**config.mk**
```make
export PLATFORM = sky130hd
export DESIGN_NAME = hbe_ctrl
export DESIGN_NICKNAME = d
export VERILOG_FILES = /design/src/hbe_pkg.sv /design/src/hbe_ctrl.sv
export SDC_FILE = /design/constraint.sdc
export NUM_CORES = 1
export LEC_CHECK = 0
export ABC_CLOCK_PERIOD_IN_PS = 2000
export BUFFER_PORTS_ARGS = -buffer_cell sky130_fd_sc_hd__buf_2
export CORE_MARGIN = 2
export CORE_UTILIZATION = 45
export CTS_BUF_LIST = sky130_fd_sc_hd__clkbuf_8
export CTS_CLUSTER_DIAMETER = 50
export DETAILED_ROUTE_END_ITERATION = 10
export GPL_TIMING_DRIVEN = 0
export PLACE_DENSITY = 0.72
export SLEW_MARGIN = 20
export SYNTH_ARGS = -nofsm -noshare
export SYNTH_HDL_FRONTEND = slang
export SYNTH_SLANG_ARGS = --single-unit
export TNS_END_PERCENT = 30
```
**constraint.sdc**
```tcl
create_clock -name clk_i -period 2 [get_ports clk_i]
set_clock_uncertainty 0.2 [all_clocks]
set_input_delay 0.1 -clock clk_i [delete_from_list [all_inputs] [get_ports clk_i]]
set_output_delay 0.1 -clock clk_i [all_outputs]
set_load 0.01 [all_outputs]
```
**src/hbe_pkg.sv**
```systemverilog
// Shared types and constants for the static Huffman byte encoder.
// Used by the controller, the datapath and the top level; no dependencies.
package hbe_pkg;

  localparam int SYMBOLS     = 256;
  localparam int NODES       = 511;
  localparam int COUNT_BITS  = 32;
  localparam int WEIGHT_BITS = 40;
  localparam int MAX_CODE    = SYMBOLS - 1;
  localparam int INNER       = NODES - SYMBOLS;
  localparam int SYM_BITS    = $clog2(SYMBOLS);
  localparam int NODE_BITS   = $clog2(NODES);
  localparam int PAR_BITS    = 10;
  localparam int LEN_BITS    = 8;
  localparam int BYTE_BITS   = 8;

  localparam logic [PAR_BITS-1:0] NO_NODE = '1;

  typedef enum logic [1:0] {
    CMD_COUNT  = 2'd0,
    CMD_BUILD  = 2'd1,
    CMD_ENCODE = 2'd2
  } cmd_e;

  // Commands from the controller to the datapath.
  typedef struct packed {
    logic latch;
    logic cnt_rd;
    logic cnt_wr;
    logic leaf_iss;
    logic scan_init;
    logic scan_iss;
    logic mrg1;
    logic mrg2;
    logic mrg3;
    logic gen0;
    logic gen1;
    logic gen2;
    logic gen_st;
    logic enc_ld;
    logic enc_bit;
    logic fin1;
    logic fin2;
  } ctl_t;

  // Status from the datapath to the controller.
  typedef struct packed {
    logic leaf_last;
    logic scan_last;
    logic merge_last;
    logic par_none;
    logic gen_last;
    logic elen_zero;
  } stat_t;

endpackage

```
**src/hbe_ctrl.sv**
```systemverilog
// Sequencing state machine of the Huffman byte encoder.
// Depends on hbe_pkg for the command and status structs.
module hbe_ctrl (
  input  logic           clk_i,
  input  logic           rst_ni,
  input  logic           start,
  input  logic [1:0]     command_i,
  input  hbe_pkg::stat_t stat_i,
  output hbe_pkg::ctl_t  ctl_o,
  output logic           busy
);

  typedef enum logic [18:0] {
    S_IDLE    = 19'h00001,
    S_CNT_RD  = 19'h00002,
    S_CNT_WR  = 19'h00004,
    S_LEAF    = 19'h00008,
    S_LEAF_DR = 19'h00010,
    S_SCAN    = 19'h00020,
    S_SCAN_DR = 19'h00040,
    S_MRG1    = 19'h00080,
    S_MRG2    = 19'h00100,
    S_MRG3    = 19'h00200,
    S_GEN0    = 19'h00400,
    S_GEN1    = 19'h00800,
    S_GEN2    = 19'h01000,
    S_GEN_ST  = 19'h02000,
    S_ENC_RD  = 19'h04000,
    S_ENC_LD  = 19'h08000,
    S_ENC_BIT = 19'h10000,
    S_FIN1    = 19'h20000,
    S_FIN2    = 19'h40000
  } state_e;

  state_e state_q, state_d;

  // Next-state logic.
  always_comb begin
    state_d = state_q;
    unique case (state_q)
      S_IDLE: begin
        if (start) begin
          unique case (command_i)
            hbe_pkg::CMD_COUNT:  state_d = S_CNT_RD;
            hbe_pkg::CMD_BUILD:  state_d = S_LEAF;
            hbe_pkg::CMD_ENCODE: state_d = S_ENC_RD;
            default:             state_d = S_IDLE;
          endcase
        end
      end
      S_CNT_RD:  state_d = S_CNT_WR;
      S_CNT_WR:  state_d = S_IDLE;
      S_LEAF:    if (stat_i.leaf_last) state_d = S_LEAF_DR;
      S_LEAF_DR: state_d = S_SCAN;
      S_SCAN:    if (stat_i.scan_last) state_d = S_SCAN_DR;
      S_SCAN_DR: state_d = S_MRG1;
      S_MRG1:    state_d = S_MRG2;
      S_MRG2:    state_d = S_MRG3;
      S_MRG3:    state_d = stat_i.merge_last ? S_GEN0 : S_SCAN;
      S_GEN0:    state_d = S_GEN1;
      S_GEN1:    state_d = stat_i.par_none ? S_GEN_ST : S_GEN2;
      S_GEN2:    state_d = S_GEN1;
      S_GEN_ST:  state_d = stat_i.gen_last ? S_IDLE : S_GEN0;
      S_ENC_RD:  state_d = S_ENC_LD;
      S_ENC_LD:  state_d = S_ENC_BIT;
      S_ENC_BIT: if (stat_i.elen_zero) state_d = S_FIN1;
      S_FIN1:    state_d = S_FIN2;
      S_FIN2:    state_d = S_IDLE;
      default:   state_d = S_IDLE;
    endcase
  end

  always_ff @(posedge clk_i or negedge rst_ni) begin
    if (!rst_ni) begin
      state_q <= S_IDLE;
    end else begin
      state_q <= state_d;
    end
  end

  // Datapath commands decoded from the state.
  always_comb begin
    ctl_o           = '0;
    ctl_o.latch     = (state_q == S_IDLE) && start;
    ctl_o.cnt_rd    = (state_q == S_CNT_RD);
    ctl_o.cnt_wr    = (state_q == S_CNT_WR);
    ctl_o.leaf_iss  = (state_q == S_LEAF);
    ctl_o.scan_init = (state_q == S_LEAF_DR) || (state_q == S_MRG3);
    ctl_o.scan_iss  = (state_q == S_SCAN);
    ctl_o.mrg1      = (state_q == S_MRG1);
    ctl_o.mrg2      = (state_q == S_MRG2);
    ctl_o.mrg3      = (state_q == S_MRG3);
    ctl_o.gen0      = (state_q == S_GEN0);
    ctl_o.gen1      = (state_q == S_GEN1);
    ctl_o.gen2      = (state_q == S_GEN2);
    ctl_o.gen_st    = (state_q == S_GEN_ST);
    ctl_o.enc_ld    = (state_q == S_ENC_LD);
    ctl_o.enc_bit   = (state_q == S_ENC_BIT);
    ctl_o.fin1      = (state_q == S_FIN1);
    ctl_o.fin2      = (state_q == S_FIN2);
  end

  assign busy = (state_q != S_IDLE);

  // A started build always walks the whole leaf sweep first.
  a_build_start: assert property (@(posedge clk_i) disable iff (!rst_ni)
    (state_q == S_IDLE && start && command_i == hbe_pkg::CMD_BUILD) |=> state_q == S_LEAF)
    else $error("build did not enter leaf sweep");
  // A merge is always followed by the next scan or by code generation.
  a_merge_exit: assert property (@(posedge clk_i) disable iff (!rst_ni)
    (state_q == S_MRG3) |=> (state_q == S_SCAN || state_q == S_GEN0))
    else $error("bad exit from merge");
  // Flushing always ends the encode sequence.
  a_fin_end: assert property (@(posedge clk_i) disable iff (!rst_ni)
    (state_q == S_FIN2) |=> !busy)
    else $error("encode did not finish after flush");

endmodule

```
### Word level (Yosys, flattened, before mapping)

Cells that the tools add are included.

| word-level totals | value |
|---|---|
| flip-flop bits (word level) | 19 |
| bits in latches | 0 |
| bits in writable memories | 0 |
| memory bits (read-only) | 0 |
| input bits | 11 |
| output and inout bits | 18 |
| memories kept | 0 |

| cells by class | value |
|---|---|
| add/subtract/negate cells | 0 |
| multipliers | 0 |
| div/mod/pow operators | 0 |
| order comparisons | 0 |
| equal/unequal tests | 26 |
| shift operators | 0 |
| mux-type cells | 9 |
| bitwise gates (word level) | 0 |
| reduce and logical (&&, ||, !) cells | 5 |

Operators by type and width:

| cell | count |
|---|---|
| $pmux 19 s16 | 1 |
| $mux 19 | 4 |
| $pmux 15 s3 | 1 |
| $mux 11 | 2 |
| $eq 19x1->1 const B | 1 |
| $eq 19x10->1 const B | 1 |
| $eq 19x11->1 const B | 1 |
| $eq 19x12->1 const B | 1 |
| $eq 19x13->1 const B | 1 |
| $eq 19x14->1 const B | 1 |
| $eq 19x15->1 const B | 1 |
| $eq 19x16->1 const B | 1 |
| $eq 19x17->1 const B | 1 |
| $eq 19x18->1 const B | 1 |
| $eq 19x19->1 const B | 1 |
| $eq 19x2->1 const B | 1 |
| $eq 19x3->1 const B | 1 |
| $eq 19x4->1 const B | 1 |
| $eq 19x5->1 const B | 1 |
| $eq 19x6->1 const B | 1 |
| $eq 19x7->1 const B | 1 |
| $eq 19x8->1 const B | 1 |
| $eq 19x9->1 const B | 1 |
| $ne 19x1->1 const B | 1 |
| other kinds (9) | 12 |

### Depth between registers and ports, before layout

Gate-level depths: netlist of the first run.

| depth | value |
|---|---|
| depth after elaboration | 4 |
| gate-level depth with buffers | 6 |
| depth with buffers taken out | 6 |

### Least setup slack after synthesis of the first run

No wires, ideal clock.

| timing | value |
|---|---|
| path type | flip-flop to flip-flop |
| start | reg state_q[14] |
| end | reg state_q[0] |
| setup time | 86 ps |
| arrival | 2029 ps |
| data required time | 1714 ps |
| slack | -315 ps |
| stages on the path, launching flop included | 7 |
| path buffers | 0 |
| period minus slack after synthesis | 2315 ps |
| path through | dfrtp_1 > nor4_2 > nand3_1 > nor3_1 > a311oi_1 > and4b_1 > o41a_1 |

RTL lines:

| element | line | source |
|---|---|---|
| start: declaration | hbe_ctrl.sv:35 | `state_e state_q, state_d;` |
| start signal: assignment | hbe_ctrl.sv:77 | `state_q <= state_d;` |

### Final worst setup path of the first run

| timing | value |
|---|---|
| start | reg state_q[15] |
| end | reg state_q[0] |

| between the ends | value |
|---|---|
| word-level cells in the longest chain between the ends | 3 |

RTL lines:

| element | line | source |
|---|---|---|
| $eq 19x13->1 (tied with other cells) | hbe_ctrl.sv:40 | `unique case (state_q)` |
| $reduce_or 2->1 (no line) or $ne 2x2->1 (tied branches) | -- |  |
| $pmux 19 s16 or $reduce_and 4->1 (tied branches) | -- |  |

Parallel ways exist; a longest one is shown, timed or not.
A chain may end at the register's enable or synchronous reset.

==> report_table.html, run 1 <==
<table>
<tr><th>Metric</th><th>Value</th></tr>
<tr><th colspan="2">Outcome</th></tr>
<tr><td>Status</td><td>finished with violations</td></tr>
<tr><td>Violated checks</td><td>setup timing</td></tr>
<tr><th colspan="2">GRT</th></tr>
<tr><td>First-pass GRT wire length</td><td>6530 um</td></tr>
<tr><td>Pin count of the biggest net entering global routing</td><td>20</td></tr>
<tr><td>Final global-route overflow total</td><td>0</td></tr>
<tr><td>Number of global-route vias before repair</td><td>between 1000 and 1500</td></tr>
<tr><td>Antenna violations before repair</td><td>0</td></tr>
<tr><td>Total routing resource utilization after global routing</td><td>between 20% and 30%</td></tr>
<tr><th colspan="2">Clock tree</th></tr>
<tr><td>Latest clock arrival within the worst-skew pair</td><td>260 ps</td></tr>
<tr><td>CTS buffer count</td><td>3</td></tr>
<tr><td>Clock Root Buffer</td><td>sky130_fd_sc_hd__clkbuf_8</td></tr>
<tr><td>CTS sink count</td><td>19</td></tr>
<tr><td>Clock slew seen by the registers of the worst setup and hold paths</td><td>around 70 ps</td></tr>
<tr><td>TritonCTS clock tree</td><td>built</td></tr>
<tr><td>H-tree level count</td><td>1</td></tr>
<tr><td>Max Root-Sink Buffers</td><td>2</td></tr>
<tr><th colspan="2">Timing</th></tr>
<tr><td>Setup repair after global routing missed its margin</td><td>true</td></tr>
<tr><td>Min Clock Period, post-route</td><td>2310 ps</td></tr>
<tr><td>Max-slew violation count</td><td>0</td></tr>
<tr><td>Number of setup violations in the final report</td><td>23</td></tr>
<tr><td>Transition time at the pin with the least slew margin</td><td>approximately 440 ps</td></tr>
<tr><td>Slew Limit Headroom</td><td>a little over two thirds</td></tr>
<tr><td>Final clock period utilization by the worst path</td><td>116%</td></tr>
<tr><td>Maximum frequency from static timing analysis</td><td>approximately 430 MHz</td></tr>
<tr><td>Worst-case setup margin in the final layout</td><td>-315 ps</td></tr>
<tr><td>Final Hold Viols</td><td>0</td></tr>
<tr><th colspan="2">Detailed routing</th></tr>
<tr><td>Drt wl/cell</td><td>17.8 um</td></tr>
<tr><td>Routed length on met1</td><td>~1600 um</td></tr>
<tr><td>Total met3 wirelength after detailed routing</td><td>314 um</td></tr>
<tr><td>Final wirelength</td><td>approximately 4000 um</td></tr>
<tr><td>Vias after detailed routing</td><td>1322</td></tr>
<tr><td>DRC violation total after the first TritonRoute iteration</td><td>63</td></tr>
<tr><td>First-pass iteration count of the detailed router</td><td>4</td></tr>
<tr><td>Uppermost layer routed</td><td>met4</td></tr>
<tr><td>Post-route DRC violation count</td><td>0</td></tr>
<tr><td>Via-per-instance ratio</td><td>about 5.8</td></tr>
<tr><td>Antenna viol nets, final</td><td>0</td></tr>
<tr><td>Met2 routed WL</td><td>2010 um</td></tr>
<tr><th colspan="2">Worst setup path</th></tr>
<tr><td>Number of cells on the worst reg-to-reg path</td><td>7</td></tr>
<tr><td>Critical Path Source Type</td><td>flop</td></tr>
<tr><td>Worst reg-to-reg setup slack</td><td>-310 ps</td></tr>
<tr><td>Biggest fanout along the worst timing path</td><td>4</td></tr>
<tr><td>Worst EP arrival</td><td>between 2000 and 2500 ps</td></tr>
<tr><td>R2R Path End</td><td>state_q[0]</td></tr>
<tr><td>Type of the setup path with the least slack</td><td>reg -&gt; reg</td></tr>
<tr><td>Type of destination of the critical path</td><td>flop</td></tr>
<tr><td>Launch point of the worst reg-to-reg path</td><td>state_q[15]</td></tr>
<tr><td>Required time of the worst setup path</td><td>1980 ps</td></tr>
<tr><th colspan="2">Placed design</th></tr>
<tr><td>Post-detailed-placement half-perimeter wirelength</td><td>2220 um</td></tr>
<tr><td>Routability congestion estimate from global placement</td><td>0.804</td></tr>
<tr><td>Area after DPL</td><td>1390 um^2</td></tr>
<tr><td># port buffers</td><td>28</td></tr>
<tr><th colspan="2">Logic synthesis</th></tr>
<tr><td>Area contributors post-synth</td><td>sky130_fd_sc_hd__dfrtp_1 (37%), sky130_fd_sc_hd__and4b_1 (7.5%), sky130_fd_sc_hd__nor4_4 (5.3%)</td></tr>
<tr><td>Synth area leader</td><td>sky130_fd_sc_hd__dfrtp_1</td></tr>
<tr><td>Yosys reg bits</td><td>19</td></tr>
<tr><td>Post-synth design cell area</td><td>around 1200 um^2</td></tr>
<tr><td>Sequential fraction of the synthesis area</td><td>about two fifths</td></tr>
<tr><td>Synthesized Nets</td><td>136</td></tr>
<tr><td>Average cell area after synthesis</td><td>9.65 um^2</td></tr>
<tr><td>Yosys top cell area share</td><td>37.3%</td></tr>
<tr><td>Synthesized instance count</td><td>roughly 130</td></tr>
<tr><td>Yosys warnings</td><td>0</td></tr>
<tr><td>Count of distinct cell types in the synthesized netlist</td><td>37</td></tr>
<tr><th colspan="2">Power and ir drop</th></tr>
<tr><td>Total power consumption of the routed design</td><td>1.61 mW</td></tr>
<tr><td>Standby leakage power</td><td>between 0.9 and 1 nW</td></tr>
<tr><td>Peak supply drop</td><td>0.691 mV</td></tr>
<tr><td>Ratio of total power to cell area</td><td>a little over 800 nW/um^2</td></tr>
<tr><th colspan="2">Final layout</th></tr>
<tr><td>Post-Route Utilization</td><td>79.1%</td></tr>
<tr><td>Most flop-heavy register</td><td>state_q</td></tr>
<tr><td>Filler cell count</td><td>roughly 150</td></tr>
<tr><td>Layout cell share with drive strength beyond 1</td><td>56.3%</td></tr>
<tr><td>Synthesis-to-finish area growth</td><td>63.9%</td></tr>
<tr><td>Number of flip-flops under the largest register name</td><td>19</td></tr>
<tr><td>Design area</td><td>1980 um^2</td></tr>
<tr><td>Diode count</td><td>0</td></tr>
<tr><td>Most common library cell in the layout ignoring fill and taps</td><td>sky130_fd_sc_hd__buf_4</td></tr>
<tr><td>Layout Nets</td><td>209</td></tr>
<tr><td>Commonest cells after routing, fill and taps aside</td><td>sky130_fd_sc_hd__buf_4 (28), sky130_fd_sc_hd__buf_2 (24), sky130_fd_sc_hd__nor2_1 (11)</td></tr>
<tr><td>Largest regs</td><td>state_q: 19 flops</td></tr>
<tr><th colspan="2">Min path</th></tr>
<tr><td>Hold path depth</td><td>4</td></tr>
<tr><td>Worst min-delay path startpoint</td><td>start</td></tr>
<tr><td>End point of the worst hold path</td><td>state_q[1]</td></tr>
<tr><td>Class of the worst hold path</td><td>in -&gt; reg</td></tr>
<tr><th colspan="2">Floorplanning</th></tr>
<tr><td>Width of the chip</td><td>55.8 um</td></tr>
<tr><td>IO Count</td><td>29</td></tr>
<tr><td>Starting density of the core</td><td>48.2%</td></tr>
<tr><td>Total Die Area</td><td>3110 um^2</td></tr>
<tr><td>Site Rows</td><td>18</td></tr>
<tr><td>Placeable core area</td><td>2500 um^2</td></tr>
<tr><td>Die height</td><td>55.8 um</td></tr>
<tr><th colspan="2">Flow run</th></tr>
<tr><td>Maxcap violations</td><td>0</td></tr>
</table>
-- final cells by class --
type,count,area (um^2),area share (%)
clock inverter,1,3.75,0.190
timing repair buffer,68,512,25.9
inverter,6,22.5,1.14
sequential,19,488,24.7
tap,30,37.5,1.90
multi-input combinational,100,872,44.1
clock buffer,3,41.3,2.09
-- per-layer routing --
metal  track usage (%)  up-vias
met5                 0        -
met4              10.8        0
met3              4.88       11
met2              47.1       70
met1              32.2      622
li1                  -      619
-- through the flow --
step | setup TNS, ps | hold slack (ps) | worst slack, ps | cells
3_3_place_gp | -3620 | -132 | -552 | 183
5_1_grt | -5410 | 44.9 | -390 | 227
2_1_floorplan | -487 | -396 | -298 | 125
6_report | -3750 | 29.1 | -315 | 227
4_1_cts | -1820 | 24.5 | -195 | 225
3_5_place_dp | -4150 | -131 | -558 | 183
-- what timing repair did --
item / 4_1_cts / 5_1_grt
hold endpoints to repair: 26 / 0
hold buffers: 6 / 0
pin swaps: 22 / 7
setup buffers: 32 / 2
setup endpoints to repair: 30 / 28
resized for setup: 42 / 8
-- worst max-delay path: stages (launching register included) --
cell and delay (ps):
sky130_fd_sc_hd__dfrtp_2 430, sky130_fd_sc_hd__nor4_4 340, sky130_fd_sc_hd__buf_6 180, sky130_fd_sc_hd__and4_4 220
sky130_fd_sc_hd__and4b_4 240, sky130_fd_sc_hd__or2_4 130, sky130_fd_sc_hd__and4b_1 190, sky130_fd_sc_hd__o41a_1 310
-- report_power, final --
part | leakage (nW) | switching (mW) | internal [mW]
sequential | 0.246 | 0.0357 | 0.416
clock | 0.0269 | 0.133 | 0.137
combinational | 0.663 | 0.443 | 0.446
-- kinds of logic (layout without fill, tap and decap cells) --
kind of cell / after synthesis / in the layout / synth area share [%]
XOR/XNOR: 4 / 4 / 2.91
AND/OR/NAND/NOR: 86 / 86 / 49.9
AO/OA/AOI/OAI: 10 / 10 / 5.81
buffers and inverters: 6 / 78 / 1.87
flip-flops: 19 / 19 / 39.5
-- Yosys cell counts, drive strengths merged --
cell type / instances
dfrtp: 18
nor2: 13
nor3: 12
nor4: 11
and4b: 10
nand2: 9
inv: 6
nor3b: 5
o21ai: 5
or2: 5
nand4: 4
nand2b: 3
xnor2: 3
and2: 2
and4: 2
nand3: 2
nor4b: 2
a211oi: 1
a22o: 1
a311oi: 1
and3: 1
dfstp: 1
nand3b: 1
nand4b: 1
nor2b: 1
o32ai: 1
o41a: 1
or2b: 1
or4: 1
xor2: 1
-- worst max path at each step --
stage                startpoint         end  slack (ps)  depth (start not counted)
global route         state_q[4]  state_q[0]        -390                          9
detailed placement  state_q[14]  state_q[0]        -560                          6
floorplan            state_q[5]  state_q[0]        -300                          6
global placement    state_q[14]  state_q[0]        -550                          6
finish              state_q[15]  state_q[0]        -310                          7
CTS                 state_q[13]  state_q[0]        -190                          7
Power figures use the tool's default switching activity.
==> run 2, diff against run 1 <==
- CORE_UTILIZATION: 45 -> 49
- PLACE_DENSITY: 0.72 -> 0.77
==> run 2 against run 1 <==
Against the previous run:
- the flow still finishes with violations (setup timing)
- wire length up 6.5%
- sequential cell count unchanged
- sequential share of layout area hardly changed
- cell count shrank 2.6%
==> report_table.html, run 2 (synthesis results as in run 1) <==
<table>
<tr><th>Metric</th><th>Value</th></tr>
<tr><th colspan="2">Placed design</th></tr>
<tr><td>Post-detailed-placement half-perimeter wirelength</td><td>2140 um (was 2220 um)</td></tr>
<tr><td># port buffers</td><td>28 (unchanged)</td></tr>
<tr><td>Area after DPL</td><td>1390 um^2 (about the same)</td></tr>
<tr><td>Routability congestion estimate from global placement</td><td>0.839 (was 0.804)</td></tr>
<tr><th colspan="2">Floorplanning</th></tr>
<tr><td>Placeable core area</td><td>2280 um^2 (was 2500 um^2)</td></tr>
<tr><td>Starting density of the core</td><td>53.0% (was 48.2%)</td></tr>
<tr><td>IO Count</td><td>29 (unchanged)</td></tr>
<tr><td>Width of the chip</td><td>53.6 um (was 55.8 um)</td></tr>
<tr><td>Die height</td><td>53.6 um (was 55.8 um)</td></tr>
<tr><td>Site Rows</td><td>17 (was 18)</td></tr>
<tr><td>Total Die Area</td><td>2870 um^2 (was 3110 um^2)</td></tr>
<tr><th colspan="2">Min path</th></tr>
<tr><td>Class of the worst hold path</td><td>in -&gt; reg (unchanged)</td></tr>
<tr><th colspan="2">Worst setup path</th></tr>
<tr><td>Cell chain of the critical path</td><td>nor4_4 -&gt; buf_6 -&gt; and4_2 -&gt; and4b_1 -&gt; nor3_1 -&gt; and4b_1 -&gt; o41a_1 (was nor4_4 -&gt; buf_6 -&gt; and4_4 -&gt; and4b_4 -&gt; or2_4 -&gt; and4b_1 -&gt; o41a_1)</td></tr>
<tr><td>Top cell by count, worst path</td><td>sky130_fd_sc_hd__and4b_1</td></tr>
<tr><td>Slowest stage delay, CP</td><td>480 ps (was 430 ps)</td></tr>
<tr><td>Required time of the worst setup path</td><td>1980 ps (about the same)</td></tr>
<tr><td>Type of destination of the critical path</td><td>flop (unchanged)</td></tr>
<tr><td>Type of the setup path with the least slack</td><td>reg -&gt; reg (unchanged)</td></tr>
<tr><td>Biggest fanout along the worst timing path</td><td>6 (was 4)</td></tr>
<tr><td>Critical Path Source Type</td><td>flop (unchanged)</td></tr>
<tr><td>Max stage delay cell, worst path</td><td>sky130_fd_sc_hd__dfrtp_1 (was sky130_fd_sc_hd__dfrtp_2)</td></tr>
<tr><td>Worst path top cell family by delay</td><td>simple AND/OR/NAND/NOR gates (unchanged)</td></tr>
<tr><td>Buffering stage count on the worst path with inverters included</td><td>1 (unchanged)</td></tr>
<tr><td>Worst EP arrival</td><td>2290 ps (was 2300 ps)</td></tr>
<tr><th colspan="2">Clock tree</th></tr>
<tr><td>CTS sink count</td><td>19 (unchanged)</td></tr>
<tr><td>H-tree level count</td><td>1 (unchanged)</td></tr>
<tr><td>TritonCTS clock tree</td><td>built (unchanged)</td></tr>
<tr><td>Clock Root Buffer</td><td>sky130_fd_sc_hd__clkbuf_8 (unchanged)</td></tr>
<tr><td>CTS buffer count</td><td>3 (unchanged)</td></tr>
<tr><td>Latest clock arrival within the worst-skew pair</td><td>270 ps (was 260 ps)</td></tr>
<tr><td>Clock slew seen by the registers of the worst setup and hold paths</td><td>80 ps (was 70 ps)</td></tr>
<tr><td>Max Root-Sink Buffers</td><td>2 (unchanged)</td></tr>
<tr><th colspan="2">Power and ir drop</th></tr>
<tr><td>Internal power of the cells</td><td>0.983 mW (was 0.999 mW)</td></tr>
<tr><td>Ratio of total power to cell area</td><td>825 nW/um^2 (was 814 nW/um^2)</td></tr>
<tr><td>Standby leakage power</td><td>0.921 nW (was 0.936 nW)</td></tr>
<tr><td>Total power consumption of the routed design</td><td>1.63 mW (was 1.61 mW)</td></tr>
<tr><td>Clk network pwr share</td><td>17.2% (was 16.8%)</td></tr>
<tr><td>P_sw</td><td>0.643 mW (was 0.611 mW)</td></tr>
<tr><td>Combinational cell fraction of total power</td><td>54.8% (was 55.2%)</td></tr>
<tr><td>Peak supply drop</td><td>0.933 mV (was 0.691 mV)</td></tr>
<tr><td>Register share of total power</td><td>27.9% (was 28.1%)</td></tr>
<tr><td>Switching share of power</td><td>39.5% (was 38.0%)</td></tr>
<tr><th colspan="2">GRT</th></tr>
<tr><td>Pin count of the biggest net entering global routing</td><td>20 (unchanged)</td></tr>
<tr><td>First-pass GRT wire length</td><td>5820 um (was 6530 um)</td></tr>
<tr><td>Total routing resource utilization after global routing</td><td>28.4% (was 26.8%)</td></tr>
<tr><td>Antenna violations before repair</td><td>0 (unchanged)</td></tr>
<tr><td>Final global-route overflow total</td><td>0 (unchanged)</td></tr>
<tr><td>Number of global-route vias before repair</td><td>1253 (was 1391)</td></tr>
<tr><th colspan="2">Outcome</th></tr>
<tr><td>Violated checks</td><td>setup timing (unchanged)</td></tr>
<tr><td>Status</td><td>finished with violations (unchanged)</td></tr>
<tr><th colspan="2">Final layout</th></tr>
<tr><td>Diode count</td><td>0 (unchanged)</td></tr>
<tr><td>Layout cell share with drive strength beyond 1</td><td>55.4% (was 56.3%)</td></tr>
<tr><td>Filler cell count</td><td>115 (was 151)</td></tr>
<tr><td>Most common library cell in the layout ignoring fill and taps</td><td>sky130_fd_sc_hd__buf_2 (was sky130_fd_sc_hd__buf_4)</td></tr>
<tr><td>Synthesis-to-finish area growth</td><td>63.3% (was 63.9%)</td></tr>
<tr><td>Commonest cells after routing, fill and taps aside</td><td>sky130_fd_sc_hd__buf_2 (22), sky130_fd_sc_hd__buf_4 (21), sky130_fd_sc_hd__buf_6 (14), sky130_fd_sc_hd__nor2_1 (11), sky130_fd_sc_hd__dfrtp_1 (10) (was sky130_fd_sc_hd__buf_4 (28), sky130_fd_sc_hd__buf_2 (24), sky130_fd_sc_hd__nor2_1 (11))</td></tr>
<tr><td>Design area</td><td>1970 um^2 (was 1980 um^2)</td></tr>
<tr><td>Post-Route Utilization</td><td>86.5% (was 79.1%)</td></tr>
<tr><td>Layout Nets</td><td>205 (was 209)</td></tr>
<tr><td>Most flop-heavy register</td><td>state_q (unchanged)</td></tr>
<tr><td>Largest regs</td><td>state_q: 19 flops (unchanged)</td></tr>
<tr><td>Number of flip-flops under the largest register name</td><td>19 (unchanged)</td></tr>
<tr><th colspan="2">Detailed routing</th></tr>
<tr><td>Drt wl/cell</td><td>19.4 um (was 17.8 um)</td></tr>
<tr><td>Via-per-instance ratio</td><td>6.15 (was 5.82)</td></tr>
<tr><td>Post-route DRC violation count</td><td>0 (unchanged)</td></tr>
<tr><td>First-pass iteration count of the detailed router</td><td>4 (unchanged)</td></tr>
<tr><td>Vias after detailed routing</td><td>1359 (was 1322)</td></tr>
<tr><td>Antenna viol nets, final</td><td>0 (unchanged)</td></tr>
<tr><td>Final wirelength</td><td>4290 um (was 4030 um)</td></tr>
<tr><td>DRC violation total after the first TritonRoute iteration</td><td>59 (was 63)</td></tr>
<tr><th colspan="2">Timing</th></tr>
<tr><td>Slew Limit Headroom</td><td>70.2% (was 70.5%)</td></tr>
<tr><td>Number of setup violations in the final report</td><td>21 (was 23)</td></tr>
<tr><td>Transition time at the pin with the least slew margin</td><td>446 ps (was 443 ps)</td></tr>
<tr><td>Max-slew violation count</td><td>0 (unchanged)</td></tr>
<tr><td>Worst-case setup margin in the final layout</td><td>-307 ps (was -315 ps)</td></tr>
<tr><td>Setup repair after global routing missed its margin</td><td>true (unchanged)</td></tr>
<tr><td>Min Clock Period, post-route</td><td>2310 ps (about the same)</td></tr>
<tr><td>Final clock period utilization by the worst path</td><td>115% (was 116%)</td></tr>
<tr><td>Final Hold Viols</td><td>0 (unchanged)</td></tr>
<tr><td>Maximum frequency from static timing analysis</td><td>433 MHz (was 432 MHz)</td></tr>
<tr><td>Setup_tns</td><td>-3950 ps (was -3750 ps)</td></tr>
<tr><th colspan="2">Flow run</th></tr>
<tr><td>Maxcap violations</td><td>0 (unchanged)</td></tr>
</table>
run 2: cell count changes in the layout (fill, tap and decap cells not counted), sizes merged:
cell	previous run	this run
clkinv	0	1
inv	7	6
buf	62	58
run 2: timing repair:
item | CTS | global route
hold endpoints to repair | 26 | 0
endpoints found under the setup margin | 29 | 28
pin swaps | 18 | 12
buffers inserted | 26 | 4
resized for setup | 26 | 28
hold buffers | 6 | 0
run 2: per-layer routing:
layer | global-route usage, % | share of wire (%) | up-vias
met5 | 0 | 0 | -
met4 | 9.83 | 3.2 | 0
met3 | 4.44 | 6.8 | 18
met2 | 49.6 | 49 | 75
met1 | 35.6 | 41 | 656
li1 | - | - | 610
run 2: stage by stage:
stage / hold slack (ps) / worst slack [ps] / cells
2_1_floorplan: -396 / -298 / 125
3_3_place_gp: -137 / -501 / 181
3_5_place_dp: -131 / -483 / 181
4_1_cts: 18.1 / -253 / 217
5_1_grt: 55.3 / -361 / 221
6_report: 39.6 / -307 / 221
run 2: area by class of cell:
cell class / instances / area [um^2] / area share (%)
clock inverter: 1 / 5.00 / 0.254
timing repair buffer: 64 / 505 / 25.7
clock buffer: 3 / 41.3 / 2.10
tap: 28 / 35.0 / 1.78
sequential: 19 / 487 / 24.7
multi-input combinational: 100 / 873 / 44.3
inverter: 6 / 22.5 / 1.14
run 2: power groups by stage:
stage	clock network, mW	registers [mW]	logic, mW
6_report	0.280	0.454	0.891
2_1_floorplan	0	0.459	0.330
5_1_grt	0.297	0.456	0.944
4_1_cts	0.274	0.449	0.708
3_5_place_dp	0	0.467	0.443
3_3_place_gp	0	0.465	0.431
run 2: final timing paths:
check                      slack, ps     endpoint   startpoint  cells after the start
max                             -310   state_q[0]  state_q[11]                      7
min                               40   state_q[5]    stat_i[4]                      3
max reg2reg                     -310   state_q[0]  state_q[11]                      7
min reg2reg                      350   state_q[7]   state_q[7]                      1
max in group asynchronous       1140   state_q[0]       rst_ni                      2
min in group asynchronous        110  state_q[16]       rst_ni                      2
run 2: worst min-delay path, cell delays in order:
cell	delay [ps]
sky130_fd_sc_hd__buf_2	100
sky130_fd_sc_hd__o21ai_0	80
sky130_fd_sc_hd__a22o_1	190
==> run 3, diff against run 2 <==
- BUFFER_PORTS_ARGS: -buffer_cell sky130_fd_sc_hd__buf_2 -> not set
- CORE_UTILIZATION: 49 -> 58
- DONT_BUFFER_PORTS: not set -> 1
- PLACE_DENSITY: 0.77 -> 0.76
==> run 3 against run 2 <==
Against the previous run:
- the run still ends with setup timing left
- clock-buffer cell count stayed put
- total power rose by 4.7%
- combinational power is 11% higher
- non-clock buffer count is 27 lower
- setup slack lost 190 ps
- largest cell class unchanged
- highest routed layer unchanged
==> report_table.html, run 3 (synthesis results as in run 1) <==
<table>
<tr><th>Metric</th><th>Value</th></tr>
<tr><th colspan="2">Outcome</th></tr>
<tr><td>Violated checks</td><td>setup timing (unchanged)</td></tr>
<tr><td>Status</td><td>finished with violations (unchanged)</td></tr>
<tr><th colspan="2">Floorplanning</th></tr>
<tr><td>Site Rows</td><td>16 (was 17)</td></tr>
<tr><td>Total Die Area</td><td>2460 um^2 (was 2870 um^2)</td></tr>
<tr><td>Die height</td><td>49.6 um (was 53.6 um)</td></tr>
<tr><td>Starting density of the core</td><td>61.5% (was 53.0%)</td></tr>
<tr><td>IO Count</td><td>29 (unchanged)</td></tr>
<tr><td>Placeable core area</td><td>1960 um^2 (was 2280 um^2)</td></tr>
<tr><td>Width of the chip</td><td>49.6 um (was 53.6 um)</td></tr>
<tr><th colspan="2">Placed design</th></tr>
<tr><td># port buffers</td><td>0 (was 28)</td></tr>
<tr><td>Post-detailed-placement half-perimeter wirelength</td><td>1980 um (was 2140 um)</td></tr>
<tr><td>Routability congestion estimate from global placement</td><td>0.834 (was 0.839)</td></tr>
<tr><th colspan="2">GRT</th></tr>
<tr><td>Pin count of the biggest net entering global routing</td><td>20 (unchanged)</td></tr>
<tr><td>Total routing resource utilization after global routing</td><td>34.1% (was 28.4%)</td></tr>
<tr><td>Final global-route overflow total</td><td>0 (unchanged)</td></tr>
<tr><td>First-pass GRT wire length</td><td>6430 um (was 5820 um)</td></tr>
<tr><td>Antenna violations before repair</td><td>0 (unchanged)</td></tr>
<tr><td>Number of global-route vias before repair</td><td>1319 (was 1253)</td></tr>
<tr><th colspan="2">Worst setup path</th></tr>
<tr><td>Critical Path Source Type</td><td>flop (unchanged)</td></tr>
<tr><td>Worst path top cell family by delay</td><td>simple AND/OR/NAND/NOR gates (unchanged)</td></tr>
<tr><td>Slowest stage delay, CP</td><td>490 ps (was 480 ps)</td></tr>
<tr><td>Type of destination of the critical path</td><td>flop (unchanged)</td></tr>
<tr><td>Biggest fanout along the worst timing path</td><td>4 (was 6)</td></tr>
<tr><td>Required time of the worst setup path</td><td>2000 ps (was 1980 ps)</td></tr>
<tr><td>Max stage delay cell, worst path</td><td>sky130_fd_sc_hd__or4_4 (was sky130_fd_sc_hd__dfrtp_1)</td></tr>
<tr><td>Buffering stage count on the worst path with inverters included</td><td>2 (was 1)</td></tr>
<tr><td>Type of the setup path with the least slack</td><td>reg -&gt; reg (unchanged)</td></tr>
<tr><td>Worst EP arrival</td><td>2500 ps (was 2290 ps)</td></tr>
<tr><td>Cell chain of the critical path</td><td>nor4_4 -&gt; buf_4 -&gt; buf_6 -&gt; nand4_1 -&gt; or4_4 -&gt; nand3b_1 -&gt; o41a_1 (was nor4_4 -&gt; buf_6 -&gt; and4_2 -&gt; and4b_1 -&gt; nor3_1 -&gt; and4b_1 -&gt; o41a_1)</td></tr>
<tr><th colspan="2">Final layout</th></tr>
<tr><td>Most flop-heavy register</td><td>state_q (unchanged)</td></tr>
<tr><td>Layout Nets</td><td>178 (was 205)</td></tr>
<tr><td>Synthesis-to-finish area growth</td><td>54.0% (was 63.3%)</td></tr>
<tr><td>Number of flip-flops under the largest register name</td><td>19 (unchanged)</td></tr>
<tr><td>Most common library cell in the layout ignoring fill and taps</td><td>sky130_fd_sc_hd__buf_4 (was sky130_fd_sc_hd__buf_2)</td></tr>
<tr><td>Diode count</td><td>0 (unchanged)</td></tr>
<tr><td>Largest regs</td><td>state_q: 19 flops (unchanged)</td></tr>
<tr><td>Layout cell share with drive strength beyond 1</td><td>49.4% (was 55.4%)</td></tr>
<tr><td>Commonest cells after routing, fill and taps aside</td><td>sky130_fd_sc_hd__buf_4 (21), sky130_fd_sc_hd__dfrtp_1 (12), sky130_fd_sc_hd__nor2_1 (11), sky130_fd_sc_hd__dlygate4sd3_1 (9), sky130_fd_sc_hd__nand2_1 (8) (was sky130_fd_sc_hd__buf_2 (22), sky130_fd_sc_hd__buf_4 (21), sky130_fd_sc_hd__buf_6 (14), sky130_fd_sc_hd__nor2_1 (11), sky130_fd_sc_hd__dfrtp_1 (10))</td></tr>
<tr><th colspan="2">Timing</th></tr>
<tr><td>Min Clock Period, post-route</td><td>2500 ps (was 2310 ps)</td></tr>
<tr><td>Maximum frequency from static timing analysis</td><td>401 MHz (was 433 MHz)</td></tr>
<tr><td>Slew Limit Headroom</td><td>41.1% (was 70.2%)</td></tr>
<tr><td>Setup repair after global routing missed its margin</td><td>true (unchanged)</td></tr>
<tr><td>Final Hold Viols</td><td>0 (unchanged)</td></tr>
<tr><td>Final clock period utilization by the worst path</td><td>125% (was 115%)</td></tr>
<tr><td>Setup_tns</td><td>-6450 ps (was -3950 ps)</td></tr>
<tr><td>Number of setup violations in the final report</td><td>31 (was 21)</td></tr>
<tr><td>Max-slew violation count</td><td>0 (unchanged)</td></tr>
<tr><td>Worst-case setup margin in the final layout</td><td>-497 ps (was -307 ps)</td></tr>
<tr><td>Transition time at the pin with the least slew margin</td><td>881 ps (was 446 ps)</td></tr>
<tr><th colspan="2">Clock tree</th></tr>
<tr><td>Clock slew seen by the registers of the worst setup and hold paths</td><td>70 ps (was 80 ps)</td></tr>
<tr><td>Latest clock arrival within the worst-skew pair</td><td>260 ps (was 270 ps)</td></tr>
<tr><td>TritonCTS clock tree</td><td>built (unchanged)</td></tr>
<tr><td>CTS sink count</td><td>19 (unchanged)</td></tr>
<tr><td>Clock Root Buffer</td><td>sky130_fd_sc_hd__clkbuf_8 (unchanged)</td></tr>
<tr><td>Max Root-Sink Buffers</td><td>2 (unchanged)</td></tr>
<tr><td>CTS buffer count</td><td>3 (unchanged)</td></tr>
<tr><td>H-tree level count</td><td>1 (unchanged)</td></tr>
<tr><th colspan="2">Detailed routing</th></tr>
<tr><td>Final wirelength</td><td>5180 um (was 4290 um)</td></tr>
<tr><td>Vias after detailed routing</td><td>1463 (was 1359)</td></tr>
<tr><td>DRC violation total after the first TritonRoute iteration</td><td>132 (was 59)</td></tr>
<tr><td>Antenna viol nets, final</td><td>0 (unchanged)</td></tr>
<tr><td>Drt wl/cell</td><td>26.8 um (was 19.4 um)</td></tr>
<tr><td>First-pass iteration count of the detailed router</td><td>5 (was 4)</td></tr>
<tr><td>Via-per-instance ratio</td><td>7.58 (was 6.15)</td></tr>
<tr><td>Post-route DRC violation count</td><td>0 (unchanged)</td></tr>
<tr><th colspan="2">Min path</th></tr>
<tr><td>Class of the worst hold path</td><td>in -&gt; reg (unchanged)</td></tr>
<tr><th colspan="2">Power and ir drop</th></tr>
<tr><td>Peak supply drop</td><td>0.727 mV (was 0.933 mV)</td></tr>
<tr><td>Ratio of total power to cell area</td><td>916 nW/um^2 (was 825 nW/um^2)</td></tr>
<tr><td>Standby leakage power</td><td>0.790 nW (was 0.921 nW)</td></tr>
<tr><td>Total power consumption of the routed design</td><td>1.70 mW (was 1.63 mW)</td></tr>
<tr><th colspan="2">Flow run</th></tr>
<tr><td>Maxcap violations</td><td>0 (unchanged)</td></tr>
</table>
## run 3: cell count changes in the layout (fill, tap and decap cells not counted), moves of 3 or more
cell	change
sky130_fd_sc_hd__and4b_1	-4
sky130_fd_sc_hd__and4b_2	+4
sky130_fd_sc_hd__buf_2	-22
sky130_fd_sc_hd__buf_6	-9
sky130_fd_sc_hd__dlygate4sd3_1	+3
sky130_fd_sc_hd__nor3_2	-3
sky130_fd_sc_hd__nor3_4	+3
## run 3: layout make-up
cell class / instances / area [um^2]
Multi-Input combinational cell: 100 / 928
Tap cell: 27 / 33.8
Fill cell: 52 / 104
Sequential cell: 19 / 484
Clock inverter: 1 / 3.75
Timing Repair Buffer: 37 / 344
Inverter: 6 / 22.5
Clock buffer: 3 / 41.3
## run 3: worst register-to-register path: cells and delay by family, from the launching register on
kind | cells | cell delay (ps)
AO/OA/AOI/OAI | 1 | 200
buffers and inverters | 2 | 340
AND/OR/NAND/NOR | 4 | 1240
flip-flops | 1 | 450
## run 3: final timing paths
path	depth (start not counted)	from	end	slack, ps
worst min-delay path	3	stat_i[4]	state_q[0]	80
max in group asynchronous	1	rst_ni	state_q[2]	790
worst max-delay path	7	state_q[4]	state_q[0]	-500
worst max register to register	7	state_q[4]	state_q[0]	-500
min in group asynchronous	1	rst_ni	state_q[4]	200
worst min register to register	1	state_q[16]	state_q[18]	460
## run 3: metrics by stage
stage	worst slack, ps	hold WS, ps	cells	area (um^2)	util (%)
2_1_floorplan	-298	-396	125	1210	-
3_3_place_gp	-645	-395	152	1240	63.5
3_5_place_dp	-594	-395	152	1240	63.5
4_1_cts	-313	15.3	187	1680	85.8
5_1_grt	-581	80.4	193	1860	94.7
6_report	-497	76.1	193	1860	94.7
## run 3: where the power goes
group | leakage (nW) | internal, mW | switching [mW] | total (mW)
Combinational | 0.512 | 0.438 | 0.547 | 0.985
Sequential | 0.251 | 0.416 | 0.0384 | 0.455
Clock | 0.0269 | 0.137 | 0.126 | 0.263
Total | 0.790 | 0.990 | 0.711 | 1.70
## run 3: routing by layer
| layer | wire length (um) | GRT usage [%] | vias to the layer above |
|---|---|---|---|
| met4 | 403 | 8.33 | 0 |
| li1 | - | - | 560 |
| met5 | 0 | 0 | - |
| met3 | 627 | 9.09 | 58 |
| met2 | 2450 | 62.9 | 168 |
| met1 | 1700 | 38.7 | 677 |
## run 3: repair_timing
| item | in CTS | in global routing |
|---|---|---|
| setup endpoints to repair | 32 | 32 |
| pin swaps | 14 | 13 |
| resized for setup | 32 | 24 |
| endpoints found under the hold margin | 29 | 0 |
| setup buffers | 22 | 6 |
| hold buffers | 9 | 0 |
